$ cat config.mk
export PLATFORM = sky130hd
export DESIGN_NAME = echo_pulse_distance_digits
export DESIGN_NICKNAME = d
export VERILOG_FILES = /design/src/epd_pkg.sv /design/src/epd_ctrl.sv /design/src/epd_datapath.sv /design/src/echo_pulse_distance_digits.sv
export SDC_FILE = /design/constraint.sdc
export NUM_CORES = 1
export LEC_CHECK = 0
export ABC_AREA = 0
export BUFFER_PORTS_ARGS = -buffer_cell sky130_fd_sc_hd__buf_2
export CORE_MARGIN = 5
export CORE_UTILIZATION = 43
export DETAILED_ROUTE_END_ITERATION = 8
export GPL_ROUTABILITY_DRIVEN = 0
export PLACE_DENSITY = 0.71
export RECOVER_POWER = 50
export SLEW_MARGIN = 5
export SYNTH_ARGS = -nofsm -noshare
export SYNTH_HDL_FRONTEND = slang
export SYNTH_SLANG_ARGS = --single-unit
$ cat constraint.sdc
create_clock -name clk -period 5.45 [get_ports clk]
set_clock_uncertainty 0.05 [all_clocks]
set_input_delay 0.545 -clock clk [delete_from_list [all_inputs] [get_ports clk]]
set_output_delay 0.545 -clock clk [all_outputs]
set_load 0.02 [all_outputs]
$ cat src/epd_pkg.sv
// Shared types, constants and controller/datapath command and status structs.
package epd_pkg;

    localparam int TIMER_WIDTH_DEF = 16;
    localparam int TS_W            = 16;
    localparam int CFG_W           = 10;
    localparam int DIST_W          = 10;
    localparam int DIGIT_W         = 4;
    localparam int CHAR_W          = 6;

    localparam logic [CFG_W-1:0]  TICKS_RESET = CFG_W'(58);
    localparam logic [DIST_W-1:0] MAX_DIST    = DIST_W'(999);
    localparam logic [DIST_W-1:0] HUNDRED     = DIST_W'(100);
    localparam logic [DIST_W-1:0] TEN         = DIST_W'(10);
    localparam logic [CHAR_W-1:0] ASCII_ZERO  = CHAR_W'(48);

    typedef struct packed {
        logic            edge_rising;
        logic [TS_W-1:0] timestamp;
    } in_t;

    typedef struct packed {
        logic [CHAR_W-1:0] digit_char;
        logic              last_digit;
        logic [DIST_W-1:0] distance_cm;
        logic              over_range;
    } out_t;

    typedef enum logic [1:0] {
        DIG_HUND,
        DIG_TENS,
        DIG_ONES
    } digit_sel_t;

    typedef struct packed {
        logic       capture_rise;
        logic       start_div;
        logic       div_step;
        logic       start_conv;
        logic       conv_step;
        logic       load_out;
        digit_sel_t sel;
        logic       last;
    } dp_cmd_t;

    typedef struct packed {
        logic div_done;
        logic conv_done;
        logic hund_nz;
        logic tens_nz;
    } dp_stat_t;

endpackage

$ cat src/epd_ctrl.sv
// Controller state machine: sequences capture, division, digit split and emission.
module epd_ctrl (
    input  logic              clk,
    input  logic              rst_n,
    input  logic              in_valid,
    input  logic              edge_rising,
    output logic              in_ready,
    output logic              out_valid,
    input  logic              out_ready,
    input  epd_pkg::dp_stat_t stat,
    output epd_pkg::dp_cmd_t  cmd
);
    import epd_pkg::*;

    typedef enum logic [2:0] {
        S_IDLE,
        S_DIVIDE,
        S_FINISH,
        S_CONVERT,
        S_EMIT_HUND,
        S_EMIT_TENS,
        S_EMIT_ONES
    } state_t;

    state_t state_reg, state_next;
    logic   out_valid_reg, out_valid_next;
    logic   slot_free;

    assign slot_free = !out_valid_reg || out_ready;
    assign out_valid = out_valid_reg;

    always_comb
    begin
        state_next       = state_reg;
        in_ready         = 1'b0;
        cmd.capture_rise = 1'b0;
        cmd.start_div    = 1'b0;
        cmd.div_step     = 1'b0;
        cmd.start_conv   = 1'b0;
        cmd.conv_step    = 1'b0;
        cmd.load_out     = 1'b0;
        cmd.sel          = DIG_ONES;
        cmd.last         = 1'b0;
        unique case (state_reg)
            S_IDLE:
            begin
                in_ready = 1'b1;
                if (in_valid)
                begin
                    if (edge_rising)
                        cmd.capture_rise = 1'b1;
                    else
                    begin
                        cmd.start_div = 1'b1;
                        state_next    = S_DIVIDE;
                    end
                end
            end
            S_DIVIDE:
            begin
                cmd.div_step = 1'b1;
                if (stat.div_done)
                    state_next = S_FINISH;
            end
            S_FINISH:
            begin
                cmd.start_conv = 1'b1;
                state_next     = S_CONVERT;
            end
            S_CONVERT:
            begin
                if (!stat.conv_done)
                    cmd.conv_step = 1'b1;
                else if (stat.hund_nz)
                    state_next = S_EMIT_HUND;
                else if (stat.tens_nz)
                    state_next = S_EMIT_TENS;
                else
                    state_next = S_EMIT_ONES;
            end
            S_EMIT_HUND:
            begin
                cmd.sel = DIG_HUND;
                if (slot_free)
                begin
                    cmd.load_out = 1'b1;
                    state_next   = S_EMIT_TENS;
                end
            end
            S_EMIT_TENS:
            begin
                cmd.sel = DIG_TENS;
                if (slot_free)
                begin
                    cmd.load_out = 1'b1;
                    state_next   = S_EMIT_ONES;
                end
            end
            S_EMIT_ONES:
            begin
                cmd.sel  = DIG_ONES;
                cmd.last = 1'b1;
                if (slot_free)
                begin
                    cmd.load_out = 1'b1;
                    state_next   = S_IDLE;
                end
            end
            default:
                state_next = S_IDLE;
        endcase
    end

    always_comb
    begin
        if (cmd.load_out)
            out_valid_next = 1'b1;
        else if (out_ready)
            out_valid_next = 1'b0;
        else
            out_valid_next = out_valid_reg;
    end

    always_ff @(posedge clk or negedge rst_n)
    begin
        if (!rst_n)
        begin
            state_reg     <= S_IDLE;
            out_valid_reg <= 1'b0;
        end
        else
        begin
            state_reg     <= state_next;
            out_valid_reg <= out_valid_next;
        end
    end

endmodule

$ cat src/epd_datapath.sv
// Datapath: rise capture, restoring divider, decimal split and output register.
module epd_datapath #(
    parameter int TIMER_WIDTH = epd_pkg::TIMER_WIDTH_DEF
) (
    input  logic                      clk,
    input  logic                      rst_n,
    input  epd_pkg::in_t              in_data,
    input  logic                      cfg_we,
    input  logic [epd_pkg::CFG_W-1:0] cfg_data,
    input  epd_pkg::dp_cmd_t          cmd,
    output epd_pkg::dp_stat_t         stat,
    output epd_pkg::out_t             out_data
);
    import epd_pkg::*;

    localparam int CW = $clog2(TIMER_WIDTH);
    localparam int QW = (TIMER_WIDTH > DIST_W) ? TIMER_WIDTH : DIST_W;

    logic [TIMER_WIDTH-1:0] rise_time_reg;
    logic [CFG_W-1:0]       ticks_reg;
    logic [CFG_W-1:0]       divisor_reg;
    logic [CFG_W-1:0]       rem_reg;
    logic [TIMER_WIDTH-1:0] quo_reg;
    logic [CW-1:0]          cnt_reg;
    logic [DIST_W-1:0]      dist_reg;
    logic                   ovr_reg;
    logic [DIST_W-1:0]      bin_reg;
    logic [DIGIT_W-1:0]     hund_reg;
    logic [DIGIT_W-1:0]     tens_reg;
    out_t                   out_reg;

    logic [TIMER_WIDTH-1:0] ts_tw;
    logic [TIMER_WIDTH-1:0] elapsed;
    logic [CFG_W:0]         trial;
    logic [CFG_W:0]         diff;
    logic                   fits;
    logic [CFG_W-1:0]       rem_step;
    logic [QW-1:0]          quo_ext;
    logic                   q_over;
    logic [DIST_W-1:0]      dist_calc;
    logic                   ge100;
    logic                   ge10;
    logic [DIGIT_W-1:0]     digit;

    assign ts_tw   = TIMER_WIDTH'(in_data.timestamp);
    assign elapsed = ts_tw - rise_time_reg;

    // One quotient bit per step: shift in the next dividend bit, subtract if it fits.
    assign trial    = {rem_reg, quo_reg[TIMER_WIDTH-1]};
    assign diff     = trial - {1'b0, divisor_reg};
    assign fits     = trial >= {1'b0, divisor_reg};
    assign rem_step = fits ? diff[CFG_W-1:0] : trial[CFG_W-1:0];

    // Quotient plus one exceeds the limit exactly when the quotient reaches it.
    assign quo_ext   = QW'(quo_reg);
    assign q_over    = quo_ext >= QW'(MAX_DIST);
    assign dist_calc = q_over ? MAX_DIST : quo_ext[DIST_W-1:0] + DIST_W'(1);

    assign ge100 = bin_reg >= HUNDRED;
    assign ge10  = bin_reg >= TEN;

    always_comb
    begin
        unique case (cmd.sel)
            DIG_HUND: digit = hund_reg;
            DIG_TENS: digit = tens_reg;
            DIG_ONES: digit = bin_reg[DIGIT_W-1:0];
            default:  digit = bin_reg[DIGIT_W-1:0];
        endcase
    end

    assign stat.div_done  = (cnt_reg == '0);
    assign stat.conv_done = !ge10;
    assign stat.hund_nz   = (hund_reg != '0);
    assign stat.tens_nz   = (tens_reg != '0);
    assign out_data       = out_reg;

    always_ff @(posedge clk or negedge rst_n)
    begin
        if (!rst_n)
        begin
            rise_time_reg <= '0;
            ticks_reg     <= TICKS_RESET;
        end
        else
        begin
            if (cmd.capture_rise)
                rise_time_reg <= ts_tw;
            if (cfg_we)
                ticks_reg <= cfg_data;
        end
    end

    always_ff @(posedge clk)
    begin
        if (cmd.start_div)
        begin
            quo_reg     <= elapsed;
            rem_reg     <= '0;
            cnt_reg     <= CW'(TIMER_WIDTH - 1);
            divisor_reg <= (ticks_reg == '0) ? CFG_W'(1) : ticks_reg;
        end
        else if (cmd.div_step)
        begin
            quo_reg <= {quo_reg[TIMER_WIDTH-2:0], fits};
            rem_reg <= rem_step;
            cnt_reg <= cnt_reg - CW'(1);
        end

        if (cmd.start_conv)
        begin
            dist_reg <= dist_calc;
            ovr_reg  <= q_over;
            bin_reg  <= dist_calc;
            hund_reg <= '0;
            tens_reg <= '0;
        end
        else if (cmd.conv_step)
        begin
            // Peel hundreds first, then tens; what is left is the ones digit.
            if (ge100)
            begin
                bin_reg  <= bin_reg - HUNDRED;
                hund_reg <= hund_reg + DIGIT_W'(1);
            end
            else
            begin
                bin_reg  <= bin_reg - TEN;
                tens_reg <= tens_reg + DIGIT_W'(1);
            end
        end

        if (cmd.load_out)
        begin
            out_reg.digit_char  <= ASCII_ZERO + CHAR_W'(digit);
            out_reg.last_digit  <= cmd.last;
            out_reg.distance_cm <= dist_reg;
            out_reg.over_range  <= ovr_reg;
        end
    end

endmodule

$ cat src/echo_pulse_distance_digits.sv
// Top level: echo pulse width to distance, emitted as ASCII decimal digits.
//
// Feed echo edge events on the input channel, each with the free-running timer
// count captured at the edge. A rising edge records its timestamp and yields
// no result. A falling edge measures the elapsed ticks since the last rising
// edge (modulo 2^TIMER_WIDTH), divides by ticks_per_cm (a divisor of zero acts
// as one) and adds one; distances above 999 cm clamp to 999 with over_range
// set. The distance then leaves as one to three ASCII digit transfers, most
// significant first, no leading zeros, with last_digit on the final one;
// distance_cm and over_range repeat on every digit. A falling edge occupies
// the block through a start step, TIMER_WIDTH steps of the one-bit-per-cycle
// restoring divider, a finish step, up to 18 subtract steps of the decimal
// split (one per hundred and per ten), and one load of each digit into the
// output register, each load waiting while the output is stalled. The final
// digit may still wait in the output register while the next edge is taken.
// ticks_per_cm resets to 58; write it with the config channel only while the
// block is idle.
module echo_pulse_distance_digits #(
    parameter int TIMER_WIDTH = epd_pkg::TIMER_WIDTH_DEF
) (
    input  logic                      clk,
    input  logic                      rst_n,
    input  logic                      in_valid,
    output logic                      in_ready,
    input  epd_pkg::in_t              in_data,
    output logic                      out_valid,
    input  logic                      out_ready,
    output epd_pkg::out_t             out_data,
    input  logic                      cfg_valid,
    output logic                      cfg_ready,
    input  logic [epd_pkg::CFG_W-1:0] cfg_data
);
    import epd_pkg::*;

    dp_cmd_t  cmd;
    dp_stat_t stat;
    logic     cfg_we;

    // The register is a plain flop: take every config transfer at once.
    assign cfg_ready = 1'b1;
    assign cfg_we    = cfg_valid && cfg_ready;

    epd_ctrl u_ctrl (
        .clk         (clk),
        .rst_n       (rst_n),
        .in_valid    (in_valid),
        .edge_rising (in_data.edge_rising),
        .in_ready    (in_ready),
        .out_valid   (out_valid),
        .out_ready   (out_ready),
        .stat        (stat),
        .cmd         (cmd)
    );

    epd_datapath #(
        .TIMER_WIDTH (TIMER_WIDTH)
    ) u_datapath (
        .clk      (clk),
        .rst_n    (rst_n),
        .in_data  (in_data),
        .cfg_we   (cfg_we),
        .cfg_data (cfg_data),
        .cmd      (cmd),
        .stat     (stat),
        .out_data (out_data)
    );

endmodule

Word level (Yosys, flattened, before mapping)
Index checks and enable logic that the tools add are counted.

word-level totals
  bits in registers = 117
  input port bits = 32
  word-level logic and storage cells = 91

operators by class
  $add $sub $neg = 9
  magnitude comparators = 4
  equality and inequality tests = 14
  mux-type cells = 32
  bitwise gates (word level) = 1
  reduce and logical (&&, ||, !) cells = 14

operators with widths
  operator               count
  $mux 10                5
  $mux 16                2
  $mux 3                 7
  $pmux 3 s7             1
  $ge 16x10->1 const B   1
  $sub 16x16->16         1
  $ge 11x10->1           1
  $mux 1                 11
  $add 10x1->10 const B  1
  $ge 10x4->1 const B    1
  $ge 10x7->1 const B    1
  $logic_not 10->1       1
  $sub 10x10->10         1
  $sub 10x4->10 const B  1
  $sub 10x7->10 const B  1
  $eq 3x3->1 const B     3
  $pmux 3 s3             1
  $add 4x1->4 const B    2
  $mux 2                 4
  $ne 2x2->1 const B     4
  $pmux 4 s2             1
  $reduce_bool 4->1      2
  $reduce_and 7->1       1
  $add 5x5->6 const A    1
  13 further kinds       19

Depth between registers and ports, before layout
Gate-level depths: netlist of run 1.

  word-level depth = 7
  gate-level depth with buffers = 11

Cells and area by module
A second synthesis of run 1 with hierarchy kept.

unflattened totals
  cell total of the unflattened synthesis = 639
  area, all modules = 6501.2 um^2

by module, submodules not included
  module                      instances  cells each  area an instance (um^2)  seq. area each (um^2)
  epd_datapath                1          596         6143.4                   2987.9
  epd_ctrl                    1          41          346.6                    100.1
  echo_pulse_distance_digits  1          2           11.3                     0.0

Worst setup path after synthesis of run 1
Ideal clock, no wire load.

  path type = input to register
  start point = input port in_data[0] (netlist name)
  end point = register u_datapath.quo_reg[14] (netlist: u_datapath.quo_ext[14]), data pin
  library setup time = 0.152 ns
  arrival = 2.241 ns
  slack = 3.007 ns
  stages = 10
  path buffers = 0
  path through = inv_1 -> ha_1 -> fa_1 -> nand2b_1 -> a21oi_1 -> o2111ai_1 -> nand2_1 -> nand2_1 -> or3_1 -> a31oi_1

between the ends
  word-level cells in the longest chain between the ends = 2

RTL lines
  item                    RTL line                          source
  start: declaration      echo_pulse_distance_digits.sv:25  input epd_pkg::in_t in_data,
  $sub 16x16->16          epd_datapath.sv:46                assign elapsed = ts_tw - rise_time_reg;
  $mux 16                 epd_datapath.sv:96                if (cmd.start_div)
  end signal: assignment  epd_datapath.sv:98                quo_reg <= elapsed;
  end signal: assignment  epd_datapath.sv:105               quo_reg <= {quo_reg[TIMER_WIDTH-2:0], fits};
  end: declaration        epd_datapath.sv:23                logic [TIMER_WIDTH-1:0] quo_reg;

No other way between the ends.
A chain may end at the register's enable or synchronous reset.

Worst setup path after layout of run 1
  start point = register u_datapath.divisor_reg[1]
  end point = register u_datapath.rem_reg[0]

between the ends
  word-level cells in the longest chain between the ends = 2

RTL lines
  item                      RTL line             source
  start: declaration        epd_datapath.sv:21   logic [CFG_W-1:0] divisor_reg;
  start signal: assignment  epd_datapath.sv:101  divisor_reg <= (ticks_reg == '0) ? CFG_W'(1) : ticks_reg;
  $ge 11x10->1              epd_datapath.sv:51   assign fits = trial >= {1'b0, divisor_reg};
  $mux 10                   epd_datapath.sv:52   assign rem_step = fits ? diff[CFG_W-1:0] : trial[CFG_W-1:0];
  end signal: assignment    epd_datapath.sv:106  rem_reg <= rem_step;
  end: declaration          epd_datapath.sv:22   logic [CFG_W-1:0] rem_reg;

No other way between the ends.

==> results of run 1 <==
## metal layers
| layer | global-route usage, % | vias to the layer above |
|---|---|---|
| li1 | - | 2260 |
| met1 | 19.23 | 2102 |
| met2 | 24.58 | 92 |
| met3 | 3.699 | 15 |
| met4 | 6.594 | 0 |
| met5 | 0 | - |
## cells by family after synthesis
family	Yosys count	share of synthesized area, %
buffers and inverters	79	5.307
adders and majority gates	39	7.990
other	1	0.05957
xor gates and xnor gates	40	5.566
muxes	30	5.049
DFF	115	49.06
and+or+nand+nor	176	13.10
AOI/OAI and AO/OA	141	13.87
## tightest hold or removal path: stages
cell and delay [ns]:
buf_2 0.09, nand2_1 0.04, o21ai_0 0.06
## cells in the mapped netlist, types with 3 or more instances
cell type	instances
a211oi_1	3
a21o_1	10
a21oi_1	31
a31oi_1	8
and2_1	3
and3_1	3
buf_2	6
buf_4	4
clkbuf_1	18
dfrtp_1	26
dfstp_2	4
dfxtp_1	22
edfxtp_1	63
ha_1	37
inv_1	47
mux2_2	14
mux2i_1	16
nand2_1	81
nand2b_1	8
nand3_1	11
nand4_1	3
nor2_1	33
nor2b_1	7
nor3_1	8
nor4_1	4
o2111ai_1	3
o211ai_1	3
o21a_1	4
o21ai_0	49
o21ai_1	10
o31ai_1	3
or3_1	5
xnor2_1	25
xor2_1	15
## power by group through the flow
stage	clock network [W]	registers, W	logic [W]
after CTS	0.00109	0.00138	0.00147
after detailed placement	0	0.00139	0.00145
after global routing	0.00113	0.00141	0.00166
final	0.00107	0.00138	0.00147
after floorplan	0	0.00131	0.00123
after global placement	0	0.00138	0.00139
## how the worst max path moves through the flow
| stage | slack, ns | cells after the start | to |
|---|---|---|---|
| final | 2.58 | 10 | u_datapath.rem_reg[0] |
| after floorplan | 3.01 | 10 | u_datapath.quo_ext[14] |
| after global placement | 2.70 | 4 | u_datapath.quo_ext[0] |
| after CTS | 2.59 | 10 | u_datapath.rem_reg[0] |
| after detailed placement | 2.62 | 10 | u_datapath.rem_reg[0] |
| after global routing | 2.39 | 9 | u_datapath.rem_reg[0] |
## cells in the final DEF (no fill, tap or decap), types with 3 or more instances in the layout
cell type	count
o21ai_1	10
inv_1	47
or3_1	5
a31oi_1	8
edfxtp_1	63
nor4_1	4
mux2_2	14
nor2b_1	7
nor3_1	8
nand2b_1	8
a211oi_1	3
dfxtp_1	22
and3_1	3
clkbuf_16	17
conb_1	3
dfrtp_1	26
mux2i_1	16
clkinv_2	3
clkbuf_1	26
ha_1	37
dfstp_1	4
nand3_1	11
xor2_1	15
xnor2_1	25
a21o_1	10
o31ai_1	3
buf_2	30
nand4_1	3
clkbuf_8	3
o211ai_1	3
nand2_1	81
o2111ai_1	3
nor2_1	33
o21a_1	4
o21ai_0	49
a21oi_1	31
## stage by stage
stage / worst slack (ns) / instances / total power [W] / hold WS, ns / util [%]
after CTS: 2.592 / 859 / 0.003936 / 0.1673 / 49.99
after floorplan: 3.007 / 623 / 0.002541 / 0.1994 / -
after global placement: 2.702 / 827 / 0.002774 / 0.3504 / 46.05
after global routing: 2.385 / 859 / 0.004199 / 0.3071 / 49.77
final: 2.581 / 859 / 0.003913 / 0.3035 / 49.77
after detailed placement: 2.621 / 827 / 0.002845 / 0.3554 / 46.05
## area by class of cell
type	instances	area (um^2)	area share [%]
clock buffers	25	485.5	6.762
clock inverters	7	82.58	1.150
inverters	47	176.4	2.457
multi-input cells	429	2880	40.12
flip-flops and latches	115	3088	43.01
well taps	184	230.2	3.207
repair buffers	52	236.5	3.294
==> results_dict.tcl, run 1 <==
set metrics [dict create \
    cts_tree "done" \
    p_switching_w 0.001401 \
    cts_root_buf "clkbuf_16" \
    synth_area_leaders "edfxtp_1, dfrtp_1, ha_1" \
    ir_worst_vdd_mv 0.2343 \
    fill_cells 1338 \
    violations "max-capacitance violations, max-slew violations" \
    reg2reg_depth 10 \
    initial_utilization_pct 43.64 \
    path_delay_family "compound AO/OA/AOI/OAI gates" \
    syn-cell-area_um2 6295 \
    die_width_um 131.0 \
    via_per_inst 5.203 \
    synth_edf_count 63 \
    placementRows 44 \
    drc 0 \
    clock.fmax_mhz 348.6 \
    power_frac_comb_pct 37.5 \
    cpPeakStageDelay_ns 0.78 \
    power_density_nw_per_um2 545.0 \
    worstHoldPathCells 3 \
    critPathBufInv 2 \
    seqPwrFrac_pct 35.3 \
    antenna_found_initial 0 \
    fin_nets 733 \
    path_max_fanout 6 \
    wl_per_cell_um 14.19 \
    cts_hold_buf 0 \
    regToRegStartpoint "u_datapath.divisor_reg[1]" \
    hold_class "input pin to flop" \
    ys.flop_type "edfxtp_1" \
    hpwlAfterDp_um 8899 \
    top_layer "met4" \
    core_area_um2 14420 \
    ys_seq_area_share_pct 49.06 \
    io_pins 53 \
    setup_tns_ns 0 \
    grt_max_degree 34 \
    place_area_um2 6643 \
    cts_max_level 4 \
    power.internal_w 0.002512 \
    ys_seq_elements 115 \
    switching_share_pct 35.80 \
    die_h_um 131.0 \
    drt_iter0_markers 262 \
    critPathSlowestCell "o41ai_2" \
    rsz0062_at_grt "false" \
    numCtsBuffers 17 \
    clk_path_buf_depth 2 \
    cts_sinks 115 \
    p_leak_nw 2.945 \
    synthArstFlopShare_pct 26.09 \
    slew-limit-headroom_pct -20.30 \
    routed_wl_um 12190 \
    ff2ff_setup_slack_ns 2.58 \
    clockPowerShare_pct 27.2 \
    syn_area_per_cell_um2 10.14 \
    start_kind "flop" \
    track_usage_pct 15.14 \
    synth_area_leader_cell "edfxtp_1" \
    reg2reg_to "u_datapath.rem_reg[0]" \
    min_period_over_period_pct 52.63 \
    clk_pin_slew_ns 0.06 \
    fin_crit_ns 2.869 \
    final-hold-violation-count 0 \
    synthCells 621 \
    slew_viol_final 31 \
    arrival_ns 3.12 \
    met3_length_um 637 \
    vias 4469 \
    worstPathCellList "inv_1, ha_1, nor2b_1, o2111ai_1, nand2_1, a31oi_1, o41ai_2, buf_4, mux2i_1, a32o_1" \
    min_from "in_data[2]" \
    design_area_um2 7179 \
    io_buffers 49 \
    critPathLaunch "u_datapath.divisor_reg[1]" \
    ant_nets 0 \
    drv_cap 1 \
    wl_met2_um 5755 \
    met1_length_um 5576 \
    setup_violations 0 \
    drt_pass1_iterations 4 \
    area_growth_pct 14.05 \
    diodes 0 \
    drive_gt1_share_pct 11.85 \
    netlist.area_leader.share_pct 30.05 \
    worstMarginPinSlew_ns 1.804 \
    post_cts_buffers 0 \
    status "finished with violations" \
    grt_pass1_wl_um 20570 \
    ctsResizeCount 0 \
    yosysWarnings 0 \
    min_to "u_datapath.rise_time_reg[2]" \
    synth_cell_type_count 62 \
    grt_pass1_vias 4441 \
    worst-endpoint-required_ns 5.70 \
    gr-total-overflow 0 \
    clk_latency_ns 0.42 \
    crit_path_end_kind "flop" \
    die-area_um2 17160 \
    path_class "flop to flop" \
]
Power figures use the tool's default switching activity.
==> inputs of run 2 (changes only) <==
==> constraint.sdc (replaced) <==
create_clock -name clk -period 2.9 [get_ports clk]
set_clock_uncertainty 0.05 [all_clocks]
set_input_delay 0.29 -clock clk [delete_from_list [all_inputs] [get_ports clk]]
set_output_delay 0.29 -clock clk [all_outputs]
set_load 0.02 [all_outputs]
==> results_dict.tcl, run 2 (synthesis results as in run 1) <==
set metrics [dict create \
    die_width_um 131.0 \
    top_layer "met4" \
    drt_pass1_iterations 5 \
    met3_length_um 577 \
    violations "max-capacitance violations, max-slew violations" \
    placementRows 44 \
    met1_length_um 5480 \
    antenna_found_initial 0 \
    ant_nets 0 \
    worstMarginPinSlew_ns 1.838 \
    grt_max_degree 33 \
    arrival_ns 2.91 \
    cts_root_buf "clkbuf_16" \
    p_leak_nw 2.980 \
    slew-limit-headroom_pct -22.55 \
    cts_tree "done" \
    fin_nets 740 \
    io_pins 53 \
    hold_class "input pin to flop" \
    crit_path_end_kind "flop" \
    seqPwrFrac_pct 34.0 \
    power_frac_comb_pct 37.3 \
    drt_iter0_markers 300 \
    final-hold-violation-count 0 \
    final_cells 866 \
    routed_wl_um 12340 \
    drc 0 \
    setup_violations 0 \
    path_class "flop to flop" \
    min_period_over_period_pct 97.20 \
    clk_pin_slew_ns 0.06 \
    whs_ns 0.05507 \
    cts_sinks 115 \
    status "finished with violations" \
    clock.fmax_mhz 354.8 \
    start_kind "flop" \
    ir_worst_vdd_mv 0.6063 \
    numCtsBuffers 17 \
    grt_pass1_wl_um 20850 \
    design_area_um2 7274 \
    power.internal_w 0.004895 \
    drive_gt1_share_pct 12.90 \
    fin_crit_ns 2.819 \
    wl_met2_um 5954 \
    clk_latency_ns 0.42 \
    hpwlAfterDp_um 8967 \
    diodes 0 \
    area_growth_pct 15.56 \
    wl_per_cell_um 14.25 \
    power_density_nw_per_um2 1041 \
    setup_tns_ns 0 \
    die_h_um 131.0 \
    gr-total-overflow 0 \
    initial_utilization_pct 43.64 \
    multiInputGateArea_um2 2880 \
    final_common_cell "nand2_1" \
    io_buffers 49 \
    core_area_um2 14420 \
    fill_cells 1309 \
    dp_cells 833 \
    clk_path_buf_depth 2 \
    final_cell_mix "nand2_1, edfxtp_1, o21ai_0, inv_1, ha_1" \
    drv_cap 1 \
    grt_pass1_vias 4546 \
    die-area_um2 17160 \
    vias 4571 \
    place_area_um2 6688 \
    p_switching_w 0.002674 \
    cts_max_level 4 \
    via_per_inst 5.278 \
    slew_viol_final 31 \
    clockPowerShare_pct 28.7 \
    track_usage_pct 15.42 \
    worst-endpoint-required_ns 2.99 \
    path_max_fanout 16 \
    ff2ff_setup_slack_ns 0.08 \
    rsz0062_at_grt "false" \
    seq_area_um2 3088 \
    switching_share_pct 35.33 \
    ctsResizeCount 0 \
]
run 2: routing by layer:
layer	vias up	GRT usage, %
met2	118	25.06
met3	32	4.593
li1	2263	-
met5	-	0
met4	0	6.534
met1	2158	19.12
run 2: final cells by class:
cell class,instances,area share [%]
clock buffer,22,6.244
clock inverter,10,2.202
inverter,47,2.425
multi-input combinational,429,39.59
sequential,115,42.45
tap,184,3.165
timing repair buffer,59,3.922
run 2: worst paths after layout:
check,from,endpoint,depth (start not counted)
hold / removal,in_data[10],u_datapath.rise_time_reg[10],3
hold reg to reg,u_datapath.dist_reg[0],u_datapath.out_data[1],0
max in group asynchronous,rst_n,u_datapath.rise_time_reg[2],2
setup reg to reg,u_datapath.bin_reg[3],u_datapath.bin_reg[9],9
setup / recovery,u_datapath.bin_reg[3],u_datapath.bin_reg[9],9
min in group asynchronous,rst_n,u_ctrl.state_reg[2],2
run 2: power groups by stage:
stage | clock network, W | registers (W) | logic [W]
3_5_place_dp | 0 | 0.00259 | 0.00279
5_1_grt | 0.00229 | 0.00263 | 0.00317
2_1_floorplan | 0 | 0.00246 | 0.00232
4_1_cts | 0.00220 | 0.00257 | 0.00284
3_3_place_gp | 0 | 0.00257 | 0.00270
6_report | 0.00217 | 0.00258 | 0.00282
run 2: what timing repair did:
item / 4_1_cts / 5_1_grt
buffers inserted: 0 / 0
endpoints found under the hold margin: 26 / 0
hold buffers: 1 / 0
run 2: critical path, cell delays in order, from the launching register on:
cell and delay (ns):
edfxtp_1 0.52, inv_1 0.15, ha_1 0.16, nor4b_1 0.35
o211ai_1 0.22, nand2_1 0.47, a21oi_1 0.19, nor3_1 0.21
xnor2_1 0.14, o21ai_0 0.08
run 2: stage by stage:
step | util (%) | worst slack, ns | total power, W
CTS | 50.69 | 0.1573 | 0.007608
global placement | 46.37 | 0.3805 | 0.005266
finish | 50.43 | 0.08112 | 0.007569
detailed placement | 46.37 | 0.2963 | 0.005385
floorplan | - | 0.6778 | 0.004775
global route | 50.43 | 0.01022 | 0.008084
==> inputs of run 3 (changes only) <==
--- a/config.mk
+++ b/config.mk
@@ -7,11 +7,13 @@
 export LEC_CHECK = 0
 export ABC_AREA = 0
 export BUFFER_PORTS_ARGS = -buffer_cell sky130_fd_sc_hd__buf_2
+export CELL_PAD_IN_SITES_DETAIL_PLACEMENT = 0
+export CELL_PAD_IN_SITES_GLOBAL_PLACEMENT = 1
 export CORE_MARGIN = 5
-export CORE_UTILIZATION = 43
+export CORE_UTILIZATION = 45
 export DETAILED_ROUTE_END_ITERATION = 8
 export GPL_ROUTABILITY_DRIVEN = 0
-export PLACE_DENSITY = 0.71
+export PLACE_DENSITY = 0.87
 export RECOVER_POWER = 50
 export SLEW_MARGIN = 5
 export SYNTH_ARGS = -nofsm -noshare
==> results_dict.tcl, run 3 (synthesis results as in run 1) <==
set metrics [dict create \
    setup_tns_ns 0 \
    whs_ns 0.05766 \
    final-hold-violation-count 0 \
    hpwlAfterDp_um 9003 \
    gr-total-overflow 0 \
    final_cell_mix "nand2_1, edfxtp_1, o21ai_0, inv_1, ha_1" \
    arrival_ns 2.75 \
    power_density_nw_per_um2 1016 \
    reg2reg_to "u_datapath.bin_reg[9]" \
    cts_sinks 115 \
    grt_use_met2_pct 26.08 \
    grt.met3_usage_pct 4.292 \
    final_common_cell "nand2_1" \
    ff2ff_setup_slack_ns 0.25 \
    post_cts_buffers 0 \
    seqPwrFrac_pct 35.0 \
    power.internal_w 0.004678 \
    p_leak_nw 2.960 \
    cts_root_buf "clkbuf_16" \
    drt_pass1_iterations 4 \
    rsz0062_at_grt "false" \
    hold_class "input pin to flop" \
    grt_pass1_wl_um 20930 \
    clockPowerShare_pct 26.5 \
    slew_viol_final 31 \
    clk_path_buf_depth 2 \
    fin_crit_ns 2.652 \
    worstMarginPinSlew_ns 1.752 \
    cts_max_level 4 \
    initial_utilization_pct 45.70 \
    fin_nets 740 \
    min_period_over_period_pct 91.47 \
    start_kind "flop" \
    grt_max_degree 33 \
    drt_iter0_markers 312 \
    drc 0 \
    critPathLaunch "u_datapath.bin_reg[3]" \
    setup_violations 0 \
    numCtsBuffers 17 \
    antenna_found_initial 0 \
    routed_wl_um 12140 \
    regToRegStartpoint "u_datapath.bin_reg[3]" \
    power_frac_comb_pct 38.5 \
    clk_latency_ns 0.41 \
    clk_pin_slew_ns 0.05 \
    cts_tree "done" \
    fin_ws_ns 0.2475 \
    p_switching_w 0.002645 \
    die_width_um 128.3 \
    diodes 0 \
    grt_pass1_vias 4402 \
    die-area_um2 16450 \
    status "finished with violations" \
    drive_gt1_share_pct 12.61 \
    top_usage_layer "met2" \
    drv_cap 1 \
    ir_worst_vdd_mv 0.5041 \
    clock.fmax_mhz 377.0 \
    grtUsageMet1_pct 19.99 \
    setup.worst_path.end "u_datapath.bin_reg[9]" \
    ctsResizeCount 0 \
    slew-limit-headroom_pct -16.82 \
    reg2reg_depth 9 \
    track_usage_pct 15.76 \
    path_class "flop to flop" \
    violations "max-capacitance violations, max-slew violations" \
    placementRows 43 \
    die_h_um 128.3 \
    io_buffers 49 \
    worst-endpoint-required_ns 3.00 \
    area_growth_pct 14.53 \
    total_power_w 0.007323 \
    vias 4501 \
    dp_slack_ns 0.3167 \
    path_max_fanout 16 \
    via_per_inst 5.222 \
    core_area_um2 13770 \
    crit_path_end_kind "flop" \
    switching_share_pct 36.12 \
    wl_per_cell_um 14.09 \
    io_pins 53 \
    ant_nets 0 \
]
## run 3: cell count changes in the layout (fill, tap and decap cells not counted), sizes merged
cell and delta:
clkbuf -4, clkinvlp -2, buf +1, bufinv -2, clkinv +7
## run 3: cell type report
cell class,count,area (um^2)
fill,1292,6564
multi-input combinational,429,2880
clock inverter,13,117.6
inverter,47,176.4
clock buffer,19,432.9
tap,180,225.2
timing repair buffer,59,289.0
sequential,115,3088
## run 3: power by group through the flow
stage	Sequential [W]	Clock, W	Combinational (W)
after floorplan	0.00246	0	0.00232
after global placement	0.00257	0	0.00274
after detailed placement	0.00259	0	0.00281
after CTS	0.00256	0.00197	0.00284
after global routing	0.00262	0.00207	0.00319
final	0.00256	0.00194	0.00282
## run 3: timing repair
| action | 4_1_cts | 5_1_grt |
|---|---|---|
| endpoints found under the setup margin | 0 | 0 |
| endpoints found under the hold margin | 26 | 0 |
| hold buffers | 1 | 0 |
## run 3: how the worst min path moves through the flow
stage,startpoint,to,slack [ns],depth (start not counted)
finish,in_data[3],u_datapath.rise_time_reg[3],0.06,3
global route,cfg_data[7],u_datapath.ticks_reg[7],0.05,2
CTS,in_data[2],u_datapath.rise_time_reg[2],0.04,3
detailed placement,rst_n,u_ctrl.out_valid,0.34,1
global placement,rst_n,u_ctrl.out_valid,0.33,1
floorplan,rst_n,u_ctrl.out_valid,-0.06,0
## run 3: critical path: stages, from the launching register on
cell,delay [ns]
edfxtp_1,0.51
inv_1,0.14
ha_1,0.15
nor4b_1,0.26
o211ai_1,0.17
nand2_1,0.44
a21oi_1,0.19
nor3_1,0.24
xnor2_1,0.15
o21ai_0,0.09
## run 3: per-layer routing
layer / up-vias / share of wire (%)
met3: 18 / 5.2
met1: 2112 / 46
met2: 101 / 48
met5: - / 0
li1: 2270 / -
met4: 0 / 1.3
## run 3: through the flow
step	instance area, um^2	util [%]	std cells
2_1_floorplan	6302	-	623
3_3_place_gp	6683	48.52	829
3_5_place_dp	6683	48.52	829
4_1_cts	7243	52.59	862
5_1_grt	7209	52.34	862
6_report	7209	52.34	862
